--- config.mk ---
export PLATFORM = sky130hd
export DESIGN_NAME = staircase_dimmer_ramp_sequencer_unit
export DESIGN_NICKNAME = d
export VERILOG_FILES = /design/src/hw/rtl/sdrs_pkg.sv /design/src/hw/rtl/sdrs_div.sv /design/src/hw/rtl/sdrs_datapath.sv /design/src/hw/rtl/sdrs_ctrl.sv /design/src/hw/rtl/staircase_dimmer_ramp_sequencer_unit.sv
export SDC_FILE = /design/constraint.sdc
export NUM_CORES = 1
export LEC_CHECK = 0
export ABC_CLOCK_PERIOD_IN_PS = 8750
export BUFFER_PORTS_ARGS = -buffer_cell sky130_fd_sc_hd__buf_2
export CORE_MARGIN = 2
export CORE_UTILIZATION = 40
export CTS_CLUSTER_DIAMETER = 40
export DETAILED_ROUTE_END_ITERATION = 7
export PLACE_DENSITY = 0.61
export REMOVE_ABC_BUFFERS = 1
export SYNTH_ARGS = -nofsm -noshare
export SYNTH_HDL_FRONTEND = slang
export SYNTH_HIERARCHICAL = 1
export SYNTH_SLANG_ARGS = --single-unit
--- constraint.sdc ---
create_clock -name aclk -period 8.75 [get_ports aclk]
set_input_delay 0.875 -clock aclk [delete_from_list [all_inputs] [get_ports aclk]]
set_output_delay 0.875 -clock aclk [all_outputs]
set_load 0.1 [all_outputs]
--- src/hw/rtl/sdrs_pkg.sv ---
// Shared types, codes and helper functions of the dimmer ramp sequencer.
// No dependencies; every other RTL file but the macro header imports this package.
`default_nettype none

package sdrs_pkg;

    localparam int TABLE_SIZE = 256;
    localparam int POS_W      = 24;
    localparam int STEP_W     = POS_W + 1;
    localparam int CYC_W      = 16;
    localparam int LVL_W      = 8;
    localparam int PH_W       = 3;
    localparam int REQ_W      = 2;
    localparam int CFG_IDX_W  = 3;
    localparam int DIV_CNT_W  = $clog2(POS_W);

    localparam logic [LVL_W-1:0] LEVEL_MAX = LVL_W'(TABLE_SIZE - 1);

    // Phase codes.
    localparam logic [PH_W-1:0] PH_UP   = 3'd0;
    localparam logic [PH_W-1:0] PH_HOLD = 3'd1;
    localparam logic [PH_W-1:0] PH_DOWN = 3'd2;
    localparam logic [PH_W-1:0] PH_IDLE = 3'd3;
    localparam logic [PH_W-1:0] PH_PERM = 3'd4;

    // Request codes.
    localparam logic [REQ_W-1:0] REQ_EDGE    = 2'd0;
    localparam logic [REQ_W-1:0] REQ_TRIGGER = 2'd1;
    localparam logic [REQ_W-1:0] REQ_POLL    = 2'd2;

    // Half-cycle step codes.
    localparam logic [1:0] HS_UPPER = 2'd0;
    localparam logic [1:0] HS_LOWER = 2'd1;
    localparam logic [1:0] HS_END   = 2'd3;

    // Configuration register indexes.
    localparam logic [CFG_IDX_W-1:0] CFG_START_POS  = 3'd0;
    localparam logic [CFG_IDX_W-1:0] CFG_STEP_UP    = 3'd1;
    localparam logic [CFG_IDX_W-1:0] CFG_STEP_RETRG = 3'd2;
    localparam logic [CFG_IDX_W-1:0] CFG_STEP_DOWN  = 3'd3;
    localparam logic [CFG_IDX_W-1:0] CFG_CYC_UP     = 3'd4;
    localparam logic [CFG_IDX_W-1:0] CFG_CYC_HOLD   = 3'd5;
    localparam logic [CFG_IDX_W-1:0] CFG_CYC_DOWN   = 3'd6;

    typedef struct packed {
        logic capture;
        logic div_start;
        logic apply;
    } sdrs_cmd_t;

    typedef struct packed {
        logic [PH_W-1:0] phase;
        logic            div_done;
    } sdrs_stat_t;

    function automatic logic [LVL_W-1:0] level_of(input logic [POS_W-1:0] pos);
        logic [LVL_W-1:0] idx;
        idx = pos[POS_W-1 -: LVL_W];
        return (idx > LEVEL_MAX) ? LEVEL_MAX : idx;
    endfunction

    function automatic logic [CYC_W-1:0] at_least_one(input logic [CYC_W-1:0] c);
        return (c == '0) ? CYC_W'(1) : c;
    endfunction

endpackage

`default_nettype wire

--- src/hw/rtl/sdrs_div.sv ---
// Restoring serial divider, one quotient bit per cycle, for the retrigger
// cycle count. Depends on sdrs_pkg.
`default_nettype none

module sdrs_div
    import sdrs_pkg::*;
(
    input  wire logic             aclk,
    input  wire logic             aresetn,
    input  wire logic             start,
    input  wire logic [POS_W-1:0] dividend,
    input  wire logic [POS_W-1:0] divisor,
    output logic                  done,
    output logic [CYC_W-1:0]      quotient
);

    logic                 busy_reg, busy_next;
    logic                 done_reg, done_next;
    logic [DIV_CNT_W-1:0] cnt_reg, cnt_next;
    logic [POS_W-1:0]     rem_reg, rem_next;
    logic [POS_W-1:0]     quo_reg, quo_next;
    logic [POS_W:0]       trial;

    // The quotient register first holds the dividend and shifts quotient
    // bits in from the right as dividend bits leave on the left.
    always_comb begin
        busy_next = busy_reg;
        done_next = 1'b0;
        cnt_next  = cnt_reg;
        rem_next  = rem_reg;
        quo_next  = quo_reg;
        trial     = {rem_reg, quo_reg[POS_W-1]} - {1'b0, divisor};
        if (start) begin
            busy_next = 1'b1;
            cnt_next  = DIV_CNT_W'(POS_W - 1);
            rem_next  = '0;
            quo_next  = dividend;
        end else if (busy_reg) begin
            if (!trial[POS_W]) begin
                rem_next = trial[POS_W-1:0];
                quo_next = {quo_reg[POS_W-2:0], 1'b1};
            end else begin
                rem_next = {rem_reg[POS_W-2:0], quo_reg[POS_W-1]};
                quo_next = {quo_reg[POS_W-2:0], 1'b0};
            end
            if (cnt_reg == '0) begin
                busy_next = 1'b0;
                done_next = 1'b1;
            end else begin
                cnt_next = cnt_reg - 1'b1;
            end
        end
    end

    always_ff @(posedge aclk) begin
        if (!aresetn) begin
            busy_reg <= 1'b0;
            done_reg <= 1'b0;
            cnt_reg  <= '0;
        end else begin
            busy_reg <= busy_next;
            done_reg <= done_next;
            cnt_reg  <= cnt_next;
        end
        rem_reg <= rem_next;
        quo_reg <= quo_next;
    end

    // A zero divisor yields an all-ones quotient, which saturates here too.
    assign done     = done_reg;
    assign quotient = (|quo_reg[POS_W-1:CYC_W]) ? '1 : quo_reg[CYC_W-1:0];

endmodule

`default_nettype wire

--- src/hw/rtl/sdrs_datapath.sv ---
// Datapath of the dimmer ramp sequencer: configuration registers, phase
// state, position arithmetic and the result register. Depends on sdrs_pkg, sdrs_div.
`default_nettype none

module sdrs_datapath
    import sdrs_pkg::*;
(
    input  wire logic                 aclk,
    input  wire logic                 aresetn,
    input  wire sdrs_cmd_t            cmd,
    output sdrs_stat_t                stat,
    input  wire logic [REQ_W-1:0]     req_type,
    input  wire logic                 permanent_switch,
    input  wire logic                 cfg_we,
    input  wire logic [CFG_IDX_W-1:0] cfg_index,
    input  wire logic [POS_W-1:0]     cfg_wdata,
    output logic [PH_W-1:0]           out_phase,
    output logic                      out_load_timer,
    output logic [LVL_W-1:0]          out_fire_level,
    output logic                      out_gate_enable,
    output logic                      out_triac_forced_on
);

    logic [POS_W-1:0] start_pos_reg, step_up_reg, step_retrg_reg, step_down_reg;
    logic [CYC_W-1:0] cyc_up_reg, cyc_hold_reg, cyc_down_reg;

    logic [REQ_W-1:0]  req_reg;
    logic              sw_reg;

    logic [PH_W-1:0]   phase_reg, phase_next;
    logic [PH_W-1:0]   follow_reg, follow_next;
    logic [1:0]        hstep_reg, hstep_next;
    logic [POS_W-1:0]  pos_reg, pos_next;
    logic [STEP_W-1:0] step_reg, step_next;
    logic [CYC_W-1:0]  cyc_reg, cyc_next;
    logic [LVL_W-1:0]  pend_reg, pend_next;
    logic              fire_reg, fire_next;

    logic              load;
    logic [LVL_W-1:0]  lvl;
    logic [STEP_W:0]   sum;
    logic [POS_W-1:0]  pos_sat;
    logic [CYC_W-1:0]  cyc_dec;
    logic [CYC_W-1:0]  skip;
    logic              div_done;

    sdrs_div u_div (
        .aclk     (aclk),
        .aresetn  (aresetn),
        .start    (cmd.div_start),
        .dividend (pos_reg),
        .divisor  (step_retrg_reg),
        .done     (div_done),
        .quotient (skip)
    );

    always_comb begin
        sum = {2'b00, pos_reg} + {step_reg[STEP_W-1], step_reg};
        if (sum[STEP_W]) begin
            pos_sat = '0;
        end else if (sum[POS_W]) begin
            pos_sat = '1;
        end else begin
            pos_sat = sum[POS_W-1:0];
        end
        cyc_dec = (cyc_reg == '0) ? '0 : cyc_reg - 1'b1;
    end

    always_comb begin
        phase_next  = phase_reg;
        follow_next = follow_reg;
        hstep_next  = hstep_reg;
        pos_next    = pos_reg;
        step_next   = step_reg;
        cyc_next    = cyc_reg;
        pend_next   = pend_reg;
        fire_next   = fire_reg;
        load        = 1'b0;
        lvl         = '0;
        case (req_reg)
            REQ_EDGE: begin
                if (fire_reg) begin
                    load = 1'b1;
                    lvl  = pend_reg;
                    case (hstep_reg)
                        HS_UPPER: begin
                            pos_next   = pos_sat;
                            pend_next  = level_of(pos_sat);
                            cyc_next   = cyc_dec;
                            hstep_next = (cyc_dec == '0) ? HS_END : HS_LOWER;
                        end
                        HS_END: begin
                            case (follow_reg)
                                PH_UP: begin
                                    pos_next    = start_pos_reg;
                                    cyc_next    = at_least_one(cyc_up_reg);
                                    step_next   = {1'b0, step_up_reg};
                                    hstep_next  = HS_UPPER;
                                    phase_next  = PH_UP;
                                    follow_next = PH_HOLD;
                                end
                                PH_HOLD: begin
                                    cyc_next    = at_least_one(cyc_hold_reg);
                                    step_next   = '0;
                                    hstep_next  = HS_UPPER;
                                    phase_next  = PH_HOLD;
                                    follow_next = PH_DOWN;
                                end
                                PH_DOWN: begin
                                    cyc_next    = at_least_one(cyc_down_reg);
                                    step_next   = -{1'b0, step_down_reg};
                                    hstep_next  = HS_UPPER;
                                    phase_next  = PH_DOWN;
                                    follow_next = PH_IDLE;
                                end
                                PH_IDLE: begin
                                    fire_next  = 1'b0;
                                    phase_next = PH_IDLE;
                                end
                                default: ;
                            endcase
                        end
                        // The lower half and the unused step code both return to the upper half.
                        default: hstep_next = HS_UPPER;
                    endcase
                end
            end
            REQ_TRIGGER: begin
                if (phase_reg == PH_IDLE) begin
                    pos_next    = start_pos_reg;
                    cyc_next    = at_least_one(cyc_up_reg);
                    step_next   = {1'b0, step_up_reg};
                    hstep_next  = HS_UPPER;
                    phase_next  = PH_UP;
                    follow_next = PH_HOLD;
                    pend_next   = level_of(start_pos_reg);
                    load        = 1'b1;
                    lvl         = level_of(start_pos_reg);
                    fire_next   = 1'b1;
                end else if (phase_reg == PH_HOLD) begin
                    cyc_next = at_least_one(cyc_hold_reg);
                end else if (phase_reg == PH_DOWN) begin
                    cyc_next    = (skip >= cyc_up_reg) ? CYC_W'(1) : cyc_up_reg - skip;
                    step_next   = {1'b0, step_retrg_reg};
                    pend_next   = level_of(pos_reg);
                    load        = 1'b1;
                    lvl         = level_of(pos_reg);
                    hstep_next  = HS_UPPER;
                    phase_next  = PH_UP;
                    follow_next = PH_HOLD;
                end
            end
            REQ_POLL: begin
                if (sw_reg) begin
                    fire_next   = 1'b0;
                    phase_next  = PH_PERM;
                    follow_next = PH_PERM;
                end else if (phase_reg == PH_PERM) begin
                    phase_next  = PH_IDLE;
                    follow_next = PH_IDLE;
                end
            end
            default: ;
        endcase
    end

    always_ff @(posedge aclk) begin
        if (!aresetn) begin
            start_pos_reg  <= '0;
            step_up_reg    <= POS_W'(65536);
            step_retrg_reg <= POS_W'(65536);
            step_down_reg  <= POS_W'(65536);
            cyc_up_reg     <= CYC_W'(50);
            cyc_hold_reg   <= CYC_W'(500);
            cyc_down_reg   <= CYC_W'(50);
        end else if (cfg_we) begin
            unique case (cfg_index)
                CFG_START_POS:  start_pos_reg  <= cfg_wdata;
                CFG_STEP_UP:    step_up_reg    <= cfg_wdata;
                CFG_STEP_RETRG: step_retrg_reg <= cfg_wdata;
                CFG_STEP_DOWN:  step_down_reg  <= cfg_wdata;
                CFG_CYC_UP:     cyc_up_reg     <= cfg_wdata[CYC_W-1:0];
                CFG_CYC_HOLD:   cyc_hold_reg   <= cfg_wdata[CYC_W-1:0];
                CFG_CYC_DOWN:   cyc_down_reg   <= cfg_wdata[CYC_W-1:0];
                default: ;
            endcase
        end
    end

    always_ff @(posedge aclk) begin
        if (!aresetn) begin
            phase_reg  <= PH_IDLE;
            follow_reg <= PH_IDLE;
            hstep_reg  <= HS_UPPER;
            pos_reg    <= '0;
            step_reg   <= '0;
            cyc_reg    <= '0;
            pend_reg   <= '0;
            fire_reg   <= 1'b0;
        end else if (cmd.apply) begin
            phase_reg  <= phase_next;
            follow_reg <= follow_next;
            hstep_reg  <= hstep_next;
            pos_reg    <= pos_next;
            step_reg   <= step_next;
            cyc_reg    <= cyc_next;
            pend_reg   <= pend_next;
            fire_reg   <= fire_next;
        end
    end

    always_ff @(posedge aclk) begin
        if (cmd.capture) begin
            req_reg <= req_type;
            sw_reg  <= permanent_switch;
        end
        if (cmd.apply) begin
            out_phase           <= phase_next;
            out_load_timer      <= load;
            out_fire_level      <= lvl;
            out_gate_enable     <= fire_next;
            out_triac_forced_on <= (phase_next == PH_PERM);
        end
    end

    assign stat.phase    = phase_reg;
    assign stat.div_done = div_done;

endmodule

`default_nettype wire

--- src/hw/rtl/sdrs_ctrl.sv ---
// Controller of the dimmer ramp sequencer: input and result handshakes and
// the sequence capture, divide (for a trigger during ramp down only), apply. Depends on sdrs_pkg.
`default_nettype none

module sdrs_ctrl
    import sdrs_pkg::*;
(
    input  wire logic             aclk,
    input  wire logic             aresetn,
    input  wire logic             s_valid,
    output logic                  s_ready,
    input  wire logic [REQ_W-1:0] s_req_type,
    output logic                  m_valid,
    input  wire logic             m_ready,
    output sdrs_cmd_t             cmd,
    input  wire sdrs_stat_t       stat
);

    localparam logic [1:0] ST_IDLE  = 2'd0;
    localparam logic [1:0] ST_DIV   = 2'd1;
    localparam logic [1:0] ST_APPLY = 2'd2;

    logic [1:0] state_reg, state_next;
    logic       out_valid_reg, out_valid_next;
    logic       out_free;

    assign out_free = !out_valid_reg || m_ready;

    always_comb begin
        state_next     = state_reg;
        out_valid_next = out_valid_reg;
        cmd            = '0;
        if (m_ready) begin
            out_valid_next = 1'b0;
        end
        unique case (state_reg)
            ST_IDLE: begin
                cmd.capture = s_valid;
                if (s_valid) begin
                    // Only a trigger during ramp down needs the quotient.
                    if (s_req_type == REQ_TRIGGER && stat.phase == PH_DOWN) begin
                        cmd.div_start = 1'b1;
                        state_next    = ST_DIV;
                    end else begin
                        state_next = ST_APPLY;
                    end
                end
            end
            ST_DIV: begin
                if (stat.div_done) begin
                    state_next = ST_APPLY;
                end
            end
            ST_APPLY: begin
                if (out_free) begin
                    cmd.apply      = 1'b1;
                    out_valid_next = 1'b1;
                    state_next     = ST_IDLE;
                end
            end
            default: state_next = ST_IDLE;
        endcase
    end

    always_ff @(posedge aclk) begin
        if (!aresetn) begin
            state_reg     <= ST_IDLE;
            out_valid_reg <= 1'b0;
        end else begin
            state_reg     <= state_next;
            out_valid_reg <= out_valid_next;
        end
    end

    assign s_ready = (state_reg == ST_IDLE);
    assign m_valid = out_valid_reg;

endmodule

`default_nettype wire

--- src/hw/rtl/staircase_dimmer_ramp_sequencer_unit.sv ---
// Top level of the staircase dimmer ramp sequencer: joins controller and datapath.
// Depends on sdrs_pkg, sdrs_ctrl, sdrs_datapath and sdrs_div.
//
// One event item goes in, one result item comes out. An ordinary item is
// captured in the idle state and applied in the apply state, which waits for a
// free output register; its result becomes valid in the same cycle as the input
// is ready again, and a new item is taken only once the last one is applied.
// A trigger during ramp down passes the divide state between capture and apply,
// in which the serial divider computes how many ramp-up cycles remain, and its
// result also becomes valid in the same cycle as the input is ready again.
// The result waits in an output register, so the block accepts the next item
// while a result is still pending; a new result is written only once the old
// one has been taken, and the input stays not ready until then. Configuration
// is written through cfg_we, cfg_index and cfg_wdata; the user must write it
// only while no item is in flight, which the block itself does not enforce.
`default_nettype none

module staircase_dimmer_ramp_sequencer_unit
    import sdrs_pkg::*;
(
    input  wire logic                 aclk,
    input  wire logic                 aresetn,
    input  wire logic                 s_valid,
    output logic                      s_ready,
    input  wire logic [REQ_W-1:0]     s_req_type,
    input  wire logic                 s_permanent_switch,
    output logic                      m_valid,
    input  wire logic                 m_ready,
    output logic [PH_W-1:0]           m_phase,
    output logic                      m_load_timer,
    output logic [LVL_W-1:0]          m_fire_level,
    output logic                      m_gate_enable,
    output logic                      m_triac_forced_on,
    input  wire logic                 cfg_we,
    input  wire logic [CFG_IDX_W-1:0] cfg_index,
    input  wire logic [POS_W-1:0]     cfg_wdata
);

    sdrs_cmd_t  cmd;
    sdrs_stat_t stat;

    sdrs_ctrl u_ctrl (
        .aclk       (aclk),
        .aresetn    (aresetn),
        .s_valid    (s_valid),
        .s_ready    (s_ready),
        .s_req_type (s_req_type),
        .m_valid    (m_valid),
        .m_ready    (m_ready),
        .cmd        (cmd),
        .stat       (stat)
    );

    sdrs_datapath u_dp (
        .aclk                (aclk),
        .aresetn             (aresetn),
        .cmd                 (cmd),
        .stat                (stat),
        .req_type            (s_req_type),
        .permanent_switch    (s_permanent_switch),
        .cfg_we              (cfg_we),
        .cfg_index           (cfg_index),
        .cfg_wdata           (cfg_wdata),
        .out_phase           (m_phase),
        .out_load_timer      (m_load_timer),
        .out_fire_level      (m_fire_level),
        .out_gate_enable     (m_gate_enable),
        .out_triac_forced_on (m_triac_forced_on)
    );

endmodule

`default_nettype wire

# Yosys cells after proc, flatten, opt, wreduce, memory -nomap -nowiden
# Cells that the tools add are included.
[classes]
n_reduce_logical = 37
bitwise_logic = 3
n_mux = 102
addsub = 6
eq_ne = 37
order_cmp = 4
[op_table]
columns = ["op", "n"]
rows = [
  ["$mux 24", 8],
  ["$mux 16", 10],
  ["$mux 25", 5],
  ["$mux 8", 12],
  ["$pmux 24 s2", 2],
  ["$logic_not 16->1", 5],
  ["$pmux 25 s3", 1],
  ["$pmux 16 s2", 2],
  ["$pmux 25 s2", 1],
  ["$pmux 16 s3", 1],
  ["$mux 3", 14],
  ["$pmux 8 s2", 2],
  ["$pmux 3 s3", 3],
  ["$add 25x25->26", 1],
  ["$neg 24->25", 1],
  ["$sub 25x24->25", 1],
  ["$gt 8x8->1 const B", 3],
  ["$reduce_and 6->1", 4],
  ["$mux 2", 11],
  ["$mux 1", 21],
  ["$eq 3x2->1 const B", 6],
  ["$reduce_and 2->1", 9],
  ["$ge 16x16->1", 1],
  ["$sub 16x1->16 const B", 1],
  ["35 further kinds", 64],
]
[totals]
reg_bits = 301
elab_cells = 219
output_inout_bits = 16

# Logic depth before layout (Yosys ltp)
# Gate-level depths: netlist (run 1).
[logic_depth]
word_depth = 8
depth_mapped = 14
depth_no_buf = 14

# Cells and area by module
# Netlist (run 1), hierarchy kept.
[by_module_without_submodules]
columns = ["mod", "cells_per_inst", "n_inst", "area_each_um2", "seq_area_each_um2"]
rows = [
  ["sdrs_datapath", 1744, 1, 13346.6, 5034.8],
  ["sdrs_div", 481, 1, 4156.5, 1341.3],
  ["sdrs_ctrl", 20, 1, 180.2, 60.1],
]

# Worst setup path after synthesis (run 1)
# OpenSTA, ideal clock, no wires.
[synth_timing]
path_type = "input to register"
startpoint = "in m_ready"
endpoint = "reg u_dp.pos_reg[20]"
arrival_time_ns = 3.444
path_stages = 8
setup_slack_ns = 5.243
setup_ns = 0.063
required_ns = 8.687
path_cell_list = "nand2b_1 nor2b_1 clkbuf_1 nand2_1 a311oi_1 nand3_1 a211oi_1 nand3b_1"
[synth_rtl]
columns = ["item", "line_no", "rtl"]
rows = [
  ["start, declared", "staircase_dimmer_ramp_sequencer_unit.sv:28", "input wire logic m_ready,"],
  ["end signal, assigned", "sdrs_datapath.sv:204", "pos_reg <= pos_next;"],
  ["end, declared", "sdrs_datapath.sv:33", "logic [POS_W-1:0] pos_reg, pos_next;"],
]

# Worst setup path after layout (run 1)
[layout_timing]
startpoint = "reg u_dp.u_div.quo_reg[23]"
endpoint = "reg u_dp.cyc_reg[1]"
[layout_via]
elab_chain_cells = 8
elab_cells_between_ends = 9
[layout_lines]
columns = ["item", "line_no", "rtl"]
rows = [
  ["start, declared", "sdrs_div.sv:21", "logic [POS_W-1:0] quo_reg, quo_next;"],
  ["start signal, assigned", "sdrs_div.sv:66", "quo_reg <= quo_next;"],
  ["$reduce_or 8->1 (*)", "sdrs_div.sv:71", "assign quotient = (|quo_reg[POS_W-1:CYC_W]) ? '1 : quo_reg[CYC_W-1:0];"],
  ["$mux 16 (*)", "sdrs_div.sv:71", ""],
  ["via u_dp.skip[0]", "sdrs_datapath.sv:44", "logic [CYC_W-1:0] skip;"],
  ["$sub 16x16->16 or $ge 16x16->1 (tied branches)", "sdrs_datapath.sv:143", "cyc_next = (skip >= cyc_up_reg) ? CYC_W'(1) : cyc_up_reg - skip;"],
  ["$mux 16 (*)", "sdrs_datapath.sv:143", ""],
  ["$mux 16 (*)", "sdrs_datapath.sv:142", "end else if (phase_reg == PH_DOWN) begin"],
  ["$mux 16 (*)", "sdrs_datapath.sv:140", "end else if (phase_reg == PH_HOLD) begin"],
  ["$mux 16 (*)", "sdrs_datapath.sv:129", "if (phase_reg == PH_IDLE) begin"],
  ["$pmux 16 s2 (*)", "sdrs_datapath.sv:80", "case (req_reg)"],
  ["end signal, assigned", "sdrs_datapath.sv:206", "cyc_reg <= cyc_next;"],
  ["end, declared", "sdrs_datapath.sv:35", "logic [CYC_W-1:0] cyc_reg, cyc_next;"],
]
# The timed path passes the listed nets; every way through them passes the cells marked *. The select of a mux whose other input is x is not followed.
# A chain may end at the register's enable or synchronous reset.

==> flow_summary.json, run 1 <==
{
  "cts_setup_buffers": 0,
  "synthTopCellsByArea": "dfxtp_1 (29%), nand2_1 (9.0%), edfxtp_1 (7.0%)",
  "violations": "design-rule violations",
  "grt_pass1_vias": 16100,
  "cpPeakStageDelay_ps": 580,
  "fin_util_pct": 45.8,
  "core_area_sq_um": 43900,
  "drc": 2,
  "p_leak_nw": 7.43,
  "cts_hold_buf": 0,
  "relSlewSlack_pct": 19.3,
  "antenna_left": 0,
  "final_cell_mix": "nand2_1 (424), dfxtp_1 (260), a21oi_1 (241), nor2_1 (147), o21ai_0 (125)",
  "reg2reg_from": "u_dp/u_div/quo_reg[23]",
  "syn_to_final_growth_pct": 13.9,
  "vias": 16900,
  "path_buf_inv": 2,
  "worstSetupPathType": "flip-flop to flip-flop",
  "critPathLaunch": "u_dp/u_div/quo_reg[23]",
  "cp.arrival_ps": 4560,
  "finalClockSkew_ps": 26.2,
  "rows": 77,
  "max_slew.worst_pin.slew_ps": 1210,
  "ys_seq_area_share_pct": 36.4,
  "post_cts_resize_count": 0,
  "status": "finished with violations",
  "place.gp.congestion": 0.953,
  "crit_fanout": 16,
  "period_minus_slack_ps": 4080,
  "synth_cells": 2245,
  "cts_tree": "yes",
  "numPortBuffers": 50,
  "grt.busiest_layer": "met2",
  "finalHoldViolCount": 0,
  "clk_path_buf_depth": 3,
  "syn_avg_cell_area_sq_um": 7.88,
  "grt-ovfl-total": 0,
  "drive_gt1_share_pct": 11.2,
  "drt-total-wl_mm": 57.8,
  "numCtsBuffers": 52,
  "use_met2_pct": 42.0,
  "power.total_w": 0.00450,
  "powerDensity_nw_per_um2": 223,
  "grt_use_met1_pct": 31.8,
  "crit_path_top_delay_cell": "nor3_1",
  "ys_async_sr_fraction_pct": 0,
  "synth_cell_types": 84,
  "maxCapViolations": 0,
  "synth_enable_flop_cells": 41,
  "hold_path.class": "flip-flop to flip-flop",
  "whs_ps": 455,
  "clock-root-buffer": "clkbuf_16",
  "finish.instance_area_sq_um": 20100,
  "grt_setup_unrepaired": "false",
  "io_pins": 51,
  "final.period_utilization_pct": 46.7,
  "synth.top_cell.area_share_pct": 29.4,
  "grt_start_max_net_pins": 89,
  "crit_path_end_kind": "flip-flop",
  "firstDrtPassIters": 8,
  "dpl_cell_area_sq_um": 18400,
  "required_ps": 9230,
  "grt_usage_pct": 24.6,
  "slew_violations": 0,
  "max_freq_ghz": 0.245,
  "cts_sinks": 301,
  "hp-start": "u_dp/step_up_reg[7]",
  "synth_area_sq_um": 17700,
  "antenna_found_initial": 0,
  "antenna_cells": 0,
  "yosys_most_used_dff": "dfxtp_1",
  "fill_cells": 4411,
  "die_h_um": 214,
  "dp_hpwl_mm": 41.9,
  "die_w_um": 214,
  "via_per_inst": 5.87,
  "final_common_cell": "nand2_1",
  "grt_pass1_wl_mm": 91.1,
  "clk_latency_ps": 590,
  "htreeDepth": 2,
  "path_cells": "nor4_1 -> nand2_1 -> or2_2 -> ha_1 -> inv_1 -> fa_1 -> a21oi_1 -> o21ai_0 -> a2111oi_0 -> buf_4 -> o21ai_0 -> nand2_1 -> nor3_1 -> a21oi_1 -> a211oi_1",
  "detail_route.wl_per_cell_um": 20.1,
  "yosys_warnings": 6,
  "nNetsFinal": 2351,
  "cpLargestDelayFamily": "simple AND/OR/NAND/NOR gates",
  "initial_core_util_pct": 40.3,
  "largest_register_ffs": 25,
  "gr-usage-met3_pct": 3.52,
  "ys_seq_elements": 301,
  "fin_setup_tns_ps": 0,
  "clk_pin_slew_ps": 60,
  "setup_viol": 0,
  "synth_top_area_cell": "dfxtp_1",
  "die_area_sq_um": 45900,
  "cp-start-kind": "flip-flop",
  "drtIter0Drc": 1546,
  "ir_drop_mv": 0.177
}
==> worst min-delay path, cell delays in order, from the launching register on <==
cell and delay (ps):
dfxtp_1 300, nand2_1 50, a21oi_1 50
==> metrics by stage <==
stage               setup slack (ps)  instances
floorplan                       4090       2108
global placement                4830       2779
detailed placement              4710       2779
CTS                             4700       2877
global route                    4110       2877
finish                          4670       2877
==> metal layers <==
metal,share of wire (%),up-vias,wire [um]
met1,43,8077,25000
met5,0,-,0
met3,6.0,114,3480
met2,47,546,27400
met4,3.2,0,1830
li1,-,8146,-
==> layout make-up <==
class                      instances  area [sq um]  area share (%)
timing repair buffer              79           468            2.32
clock buffer                      58          1350            6.72
sequential                       301          6440            32.0
multi-input combinational       1734         10500            52.0
tap                              592           741            3.68
inverter                          73           277            1.37
clock inverter                    40           397            1.97
==> Yosys cell counts, types with 25 or more instances <==
master,number
a211oi_1,45
a21o_1,27
a21oi_1,242
a222oi_1,26
a311oi_1,26
clkbuf_1,111
dfxtp_1,260
edfxtp_1,41
ha_1,72
inv_1,72
mux2_2,25
nand2_1,424
nand2b_1,31
nand3_1,60
nor2_1,148
nor3_1,33
nor4_1,31
o21ai_0,125
xnor2_1,55
==> path summary, 6_finish.rpt <==
| kind | to | slack, ps | depth (start not counted) |
|---|---|---|---|
| worst max-delay path | u_dp/cyc_reg[1] | 4670 | 15 |
| worst min-delay path | u_dp/step_up_reg[7] | 450 | 2 |
| worst max register to register | u_dp/cyc_reg[1] | 4670 | 15 |
| worst min register to register | u_dp/step_up_reg[7] | 450 | 2 |
==> power breakdown <==
part / internal, W / switching [W] / leakage (nW) / total (W)
registers: 0.00148 / 0.0000736 / 2.49 / 0.00155
clock network: 0.00119 / 0.000804 / 0.849 / 0.00200
logic: 0.000353 / 0.000600 / 4.09 / 0.000954
total: 0.00302 / 0.00148 / 7.43 / 0.00450
==> cells by family (layout without fill, tap and decap cells) <==
group           count (synthesis)  in the layout  share of synthesized area, %
simple gates                  859            859                          22.3
compound gates                679            679                          24.7
flops                         301            301                          36.4
buf+inv                       210            250                          4.70
xor+xnor                       77             77                          3.81
fa+ha+maj                      75             75                          5.43
mux                            44             44                          2.67
No activity file was read; power rests on OpenSTA's default activity.
==> run 2, diff against run 1 <==
- ABC_AREA: default -> 1
- ABC_CLOCK_PERIOD_IN_PS: 8750 -> 3800
- clock period: 8.75 -> 3.8 ns (I/O delays scaled with it)
==> run 2 against run 1 <==
The flow now finishes without violations; sequential share of layout area down 2.9 points; critical path depth up 5; sequential power up 140%; via count up 15%; clock skew up 10 ps.
==> flow_summary.json, run 2 <==
{
  "status": "finished, final reports clean",
  "die_w_um": 223,
  "numCtsBuffers": 58,
  "synth_top_area_cell": "dfxtp_1",
  "synth_enable_flop_cells": 41,
  "grt_pass1_wl_mm": 105,
  "relSlewSlack_pct": 24.0,
  "min_to": "u_dp/step_retrg_reg[22]",
  "post_cts_resize_count": 0,
  "synthTopCellsByArea": "dfxtp_1 (27%), nand2_1 (14%), inv_1 (8.9%)",
  "largest_register_ffs": 25,
  "grt_pass1_vias": 19000,
  "htreeDepth": 2,
  "dpl_cell_area_sq_um": 20000,
  "hp-start": "cfg_wdata[22]",
  "crit_path_top_delay_cell": "edfxtp_1",
  "final_common_cell": "nand2_1",
  "clk_pin_slew_ps": 50,
  "required_ps": 4330,
  "ys_seq_elements": 301,
  "yosys_most_used_dff": "dfxtp_1",
  "fin_util_pct": 46.4,
  "p_sw_share_pct": 40.6,
  "grt_usage_pct": 26.7,
  "cp-start-kind": "flip-flop",
  "rr_worst_depth": 20,
  "yosys-top-cells-count": "nand2_1 (699), inv_1 (457), nor2_1 (274)",
  "grt-ovfl-total": 0,
  "synth_cell_types": 64,
  "fill_cells": 4952,
  "synth_most_common_cell": "nand2_1",
  "crit_fanout": 16,
  "setup_viol": 0,
  "detail_route.wl_per_cell_um": 18.5,
  "maxCapViolations": 0,
  "max_freq_ghz": 0.317,
  "ir_drop_mv": 1.37,
  "drc": 0,
  "path_common_cell": "nand2_1",
  "final_cell_mix": "nand2_1 (699), inv_1 (457), nor2_1 (273), o21ai_0 (268), dfxtp_1 (260)",
  "p_leak_nw": 10.4,
  "antenna_found_initial": 1,
  "clk_latency_ps": 620,
  "cp.arrival_ps": 3680,
  "vias": 19500,
  "core_area_sq_um": 47600,
  "synth.top_cell.area_share_pct": 27.0,
  "max_slew.worst_pin.slew_ps": 1140,
  "dpl.cell_count": 3521,
  "period_minus_slack_ps": 3150,
  "cts_sinks": 301,
  "slew_violations": 0,
  "clk_path_buf_depth": 3,
  "finalHoldViolCount": 0,
  "finish.instance_area_sq_um": 22100,
  "cts_setup_buffers": 0,
  "final.period_utilization_pct": 83.0,
  "antenna_left": 0,
  "hold_path.class": "primary input to flip-flop",
  "grt_setup_unrepaired": "false",
  "power.total_w": 0.0148,
  "powerDensity_nw_per_um2": 668,
  "initial_core_util_pct": 40.4,
  "numPortBuffers": 50,
  "clockPowerShare_pct": 36.7,
  "cpPeakStageDelay_ps": 350,
  "firstDrtPassIters": 7,
  "die_h_um": 223,
  "die_area_sq_um": 49900,
  "cts_tree": "yes",
  "crit_path_end_kind": "flip-flop",
  "drive_gt1_share_pct": 10.0,
  "ff2ff_setup_slack_ps": 650,
  "io_pins": 51,
  "p_int_w": 0.00879,
  "via_per_inst": 5.36,
  "reg2reg_from": "u_dp/u_div/quo_reg[23]",
  "r2r_end": "u_dp/cyc_reg[14]",
  "synth_area_sq_um": 19300,
  "syn_to_final_growth_pct": 14.8,
  "ys_seq_area_share_pct": 33.4,
  "fin_setup_tns_ps": 0,
  "ys_async_sr_fraction_pct": 0,
  "synth_cells": 2932,
  "syn_avg_cell_area_sq_um": 6.57,
  "clock-root-buffer": "clkbuf_16",
  "layoutNonFillerInstCount": 3635,
  "path_cells": "inv_1 -> nand3_1 -> nor3_2 -> buf_4 -> nand2_1 -> ha_1 -> inv_1 -> fa_1 -> nand3_1 -> nand2_1 -> nand2_1 -> nand2_1 -> nand2_1 -> nand2_1 -> nand2_1 -> nor2_1 -> nand3_1 -> nand2_1 -> nand2_1 -> a21oi_1",
  "drt-total-wl_mm": 67.2,
  "power_frac_seq_pct": 25.1,
  "grt_start_max_net_pins": 93,
  "place.gp.congestion": 1.01,
  "drtIter0Drc": 1710,
  "finalClockSkew_ps": 36.1,
  "hold_depth": 3,
  "worstSetupPathType": "flip-flop to flip-flop",
  "rows": 80,
  "nNetsFinal": 3079,
  "yosys_warnings": 6,
  "p_sw_w": 0.00600,
  "dp_hpwl_mm": 50.7,
  "combinationalPowerShare_pct": 38.2
}
==> run 2: changes by cell type after synthesis, moves of 43 or more <==
cell     previous run  this run
nor2_1            148       274
inv_1              72       457
nand2_1           424       699
nand3_1            60       157
o21ai_0           125       268
nand2_2             0        43
==> run 2: logic make-up after synthesis <==
family / count (synthesis) / share of synthesized area, %
adders and majority gates: 75 / 4.99
buffers and inverters: 575 / 11.9
AOI/OAI and AO/OA: 649 / 19.1
DFF: 301 / 33.4
xor gates and xnor gates: 39 / 1.77
and+or+nand+nor: 1293 / 28.9
==> run 2: critical path: cells and delay by family (launching register included) <==
family | cells | cell delay, ps
AND/OR/NAND/NOR | 14 | 1620
adder cells (fa/ha/maj) | 2 | 390
buffers and inverters | 3 | 570
flip-flops | 1 | 350
AO/OA/AOI/OAI | 1 | 120
==> run 2: layout make-up <==
cell class,instances,area [sq um],share of cell area [%]
Antenna cell,1,2.50,0.0113
Multi-Input combinational cell,2056,10600,47.7
Inverter,472,1770,8.02
Tap cell,615,769,3.48
Clock buffer,70,1580,7.14
Timing Repair Buffer,80,502,2.27
Clock inverter,40,495,2.24
Sequential cell,301,6440,29.1
==> run 2: layer usage <==
layer / GRT usage [%] / vias up / routed length, um
met5: 0 / - / 0
met3: 2.88 / 140 / 3500
met2: 47.7 / 590 / 33000
met4: 11.5 / 0 / 2610
met1: 32.5 / 9099 / 28100
li1: - / 9638 / -
==> run 2: through the flow <==
step / hold slack (ps) / worst slack, ps
finish: 105 / 648
CTS: 79.3 / 678
floorplan: 439 / -411
detailed placement: 456 / 697
global placement: 450 / 780
global route: 110 / 336
==> run 2: worst max path at each step <==
stage                                start          endpoint  depth (start not counted)
floorplan                   u_ctrl/m_valid  u_dp/step_reg[0]                         10
global placement    u_dp/u_div/quo_reg[23]  u_dp/cyc_reg[14]                         20
detailed placement  u_dp/u_div/quo_reg[23]  u_dp/cyc_reg[13]                         20
CTS                 u_dp/u_div/quo_reg[23]  u_dp/cyc_reg[13]                         20
global route        u_dp/u_div/quo_reg[23]  u_dp/cyc_reg[13]                         20
finish              u_dp/u_div/quo_reg[23]  u_dp/cyc_reg[14]                         20
==> run 2: timing repair <==
action	CTS	global route
setup endpoints to repair	0	0
endpoints found under the hold margin	3	0
hold buffers	3	0
==> run 2: power by group through the flow <==
stage / clock [W] / sequential [W] / combinational, W
after detailed placement: 0 / 0.00377 / 0.00560
final: 0.00543 / 0.00371 / 0.00564
after global placement: 0 / 0.00376 / 0.00556
after CTS: 0.00550 / 0.00371 / 0.00564
after global routing: 0.00565 / 0.00374 / 0.00642
after floorplan: 0 / 0.00378 / 0.00412
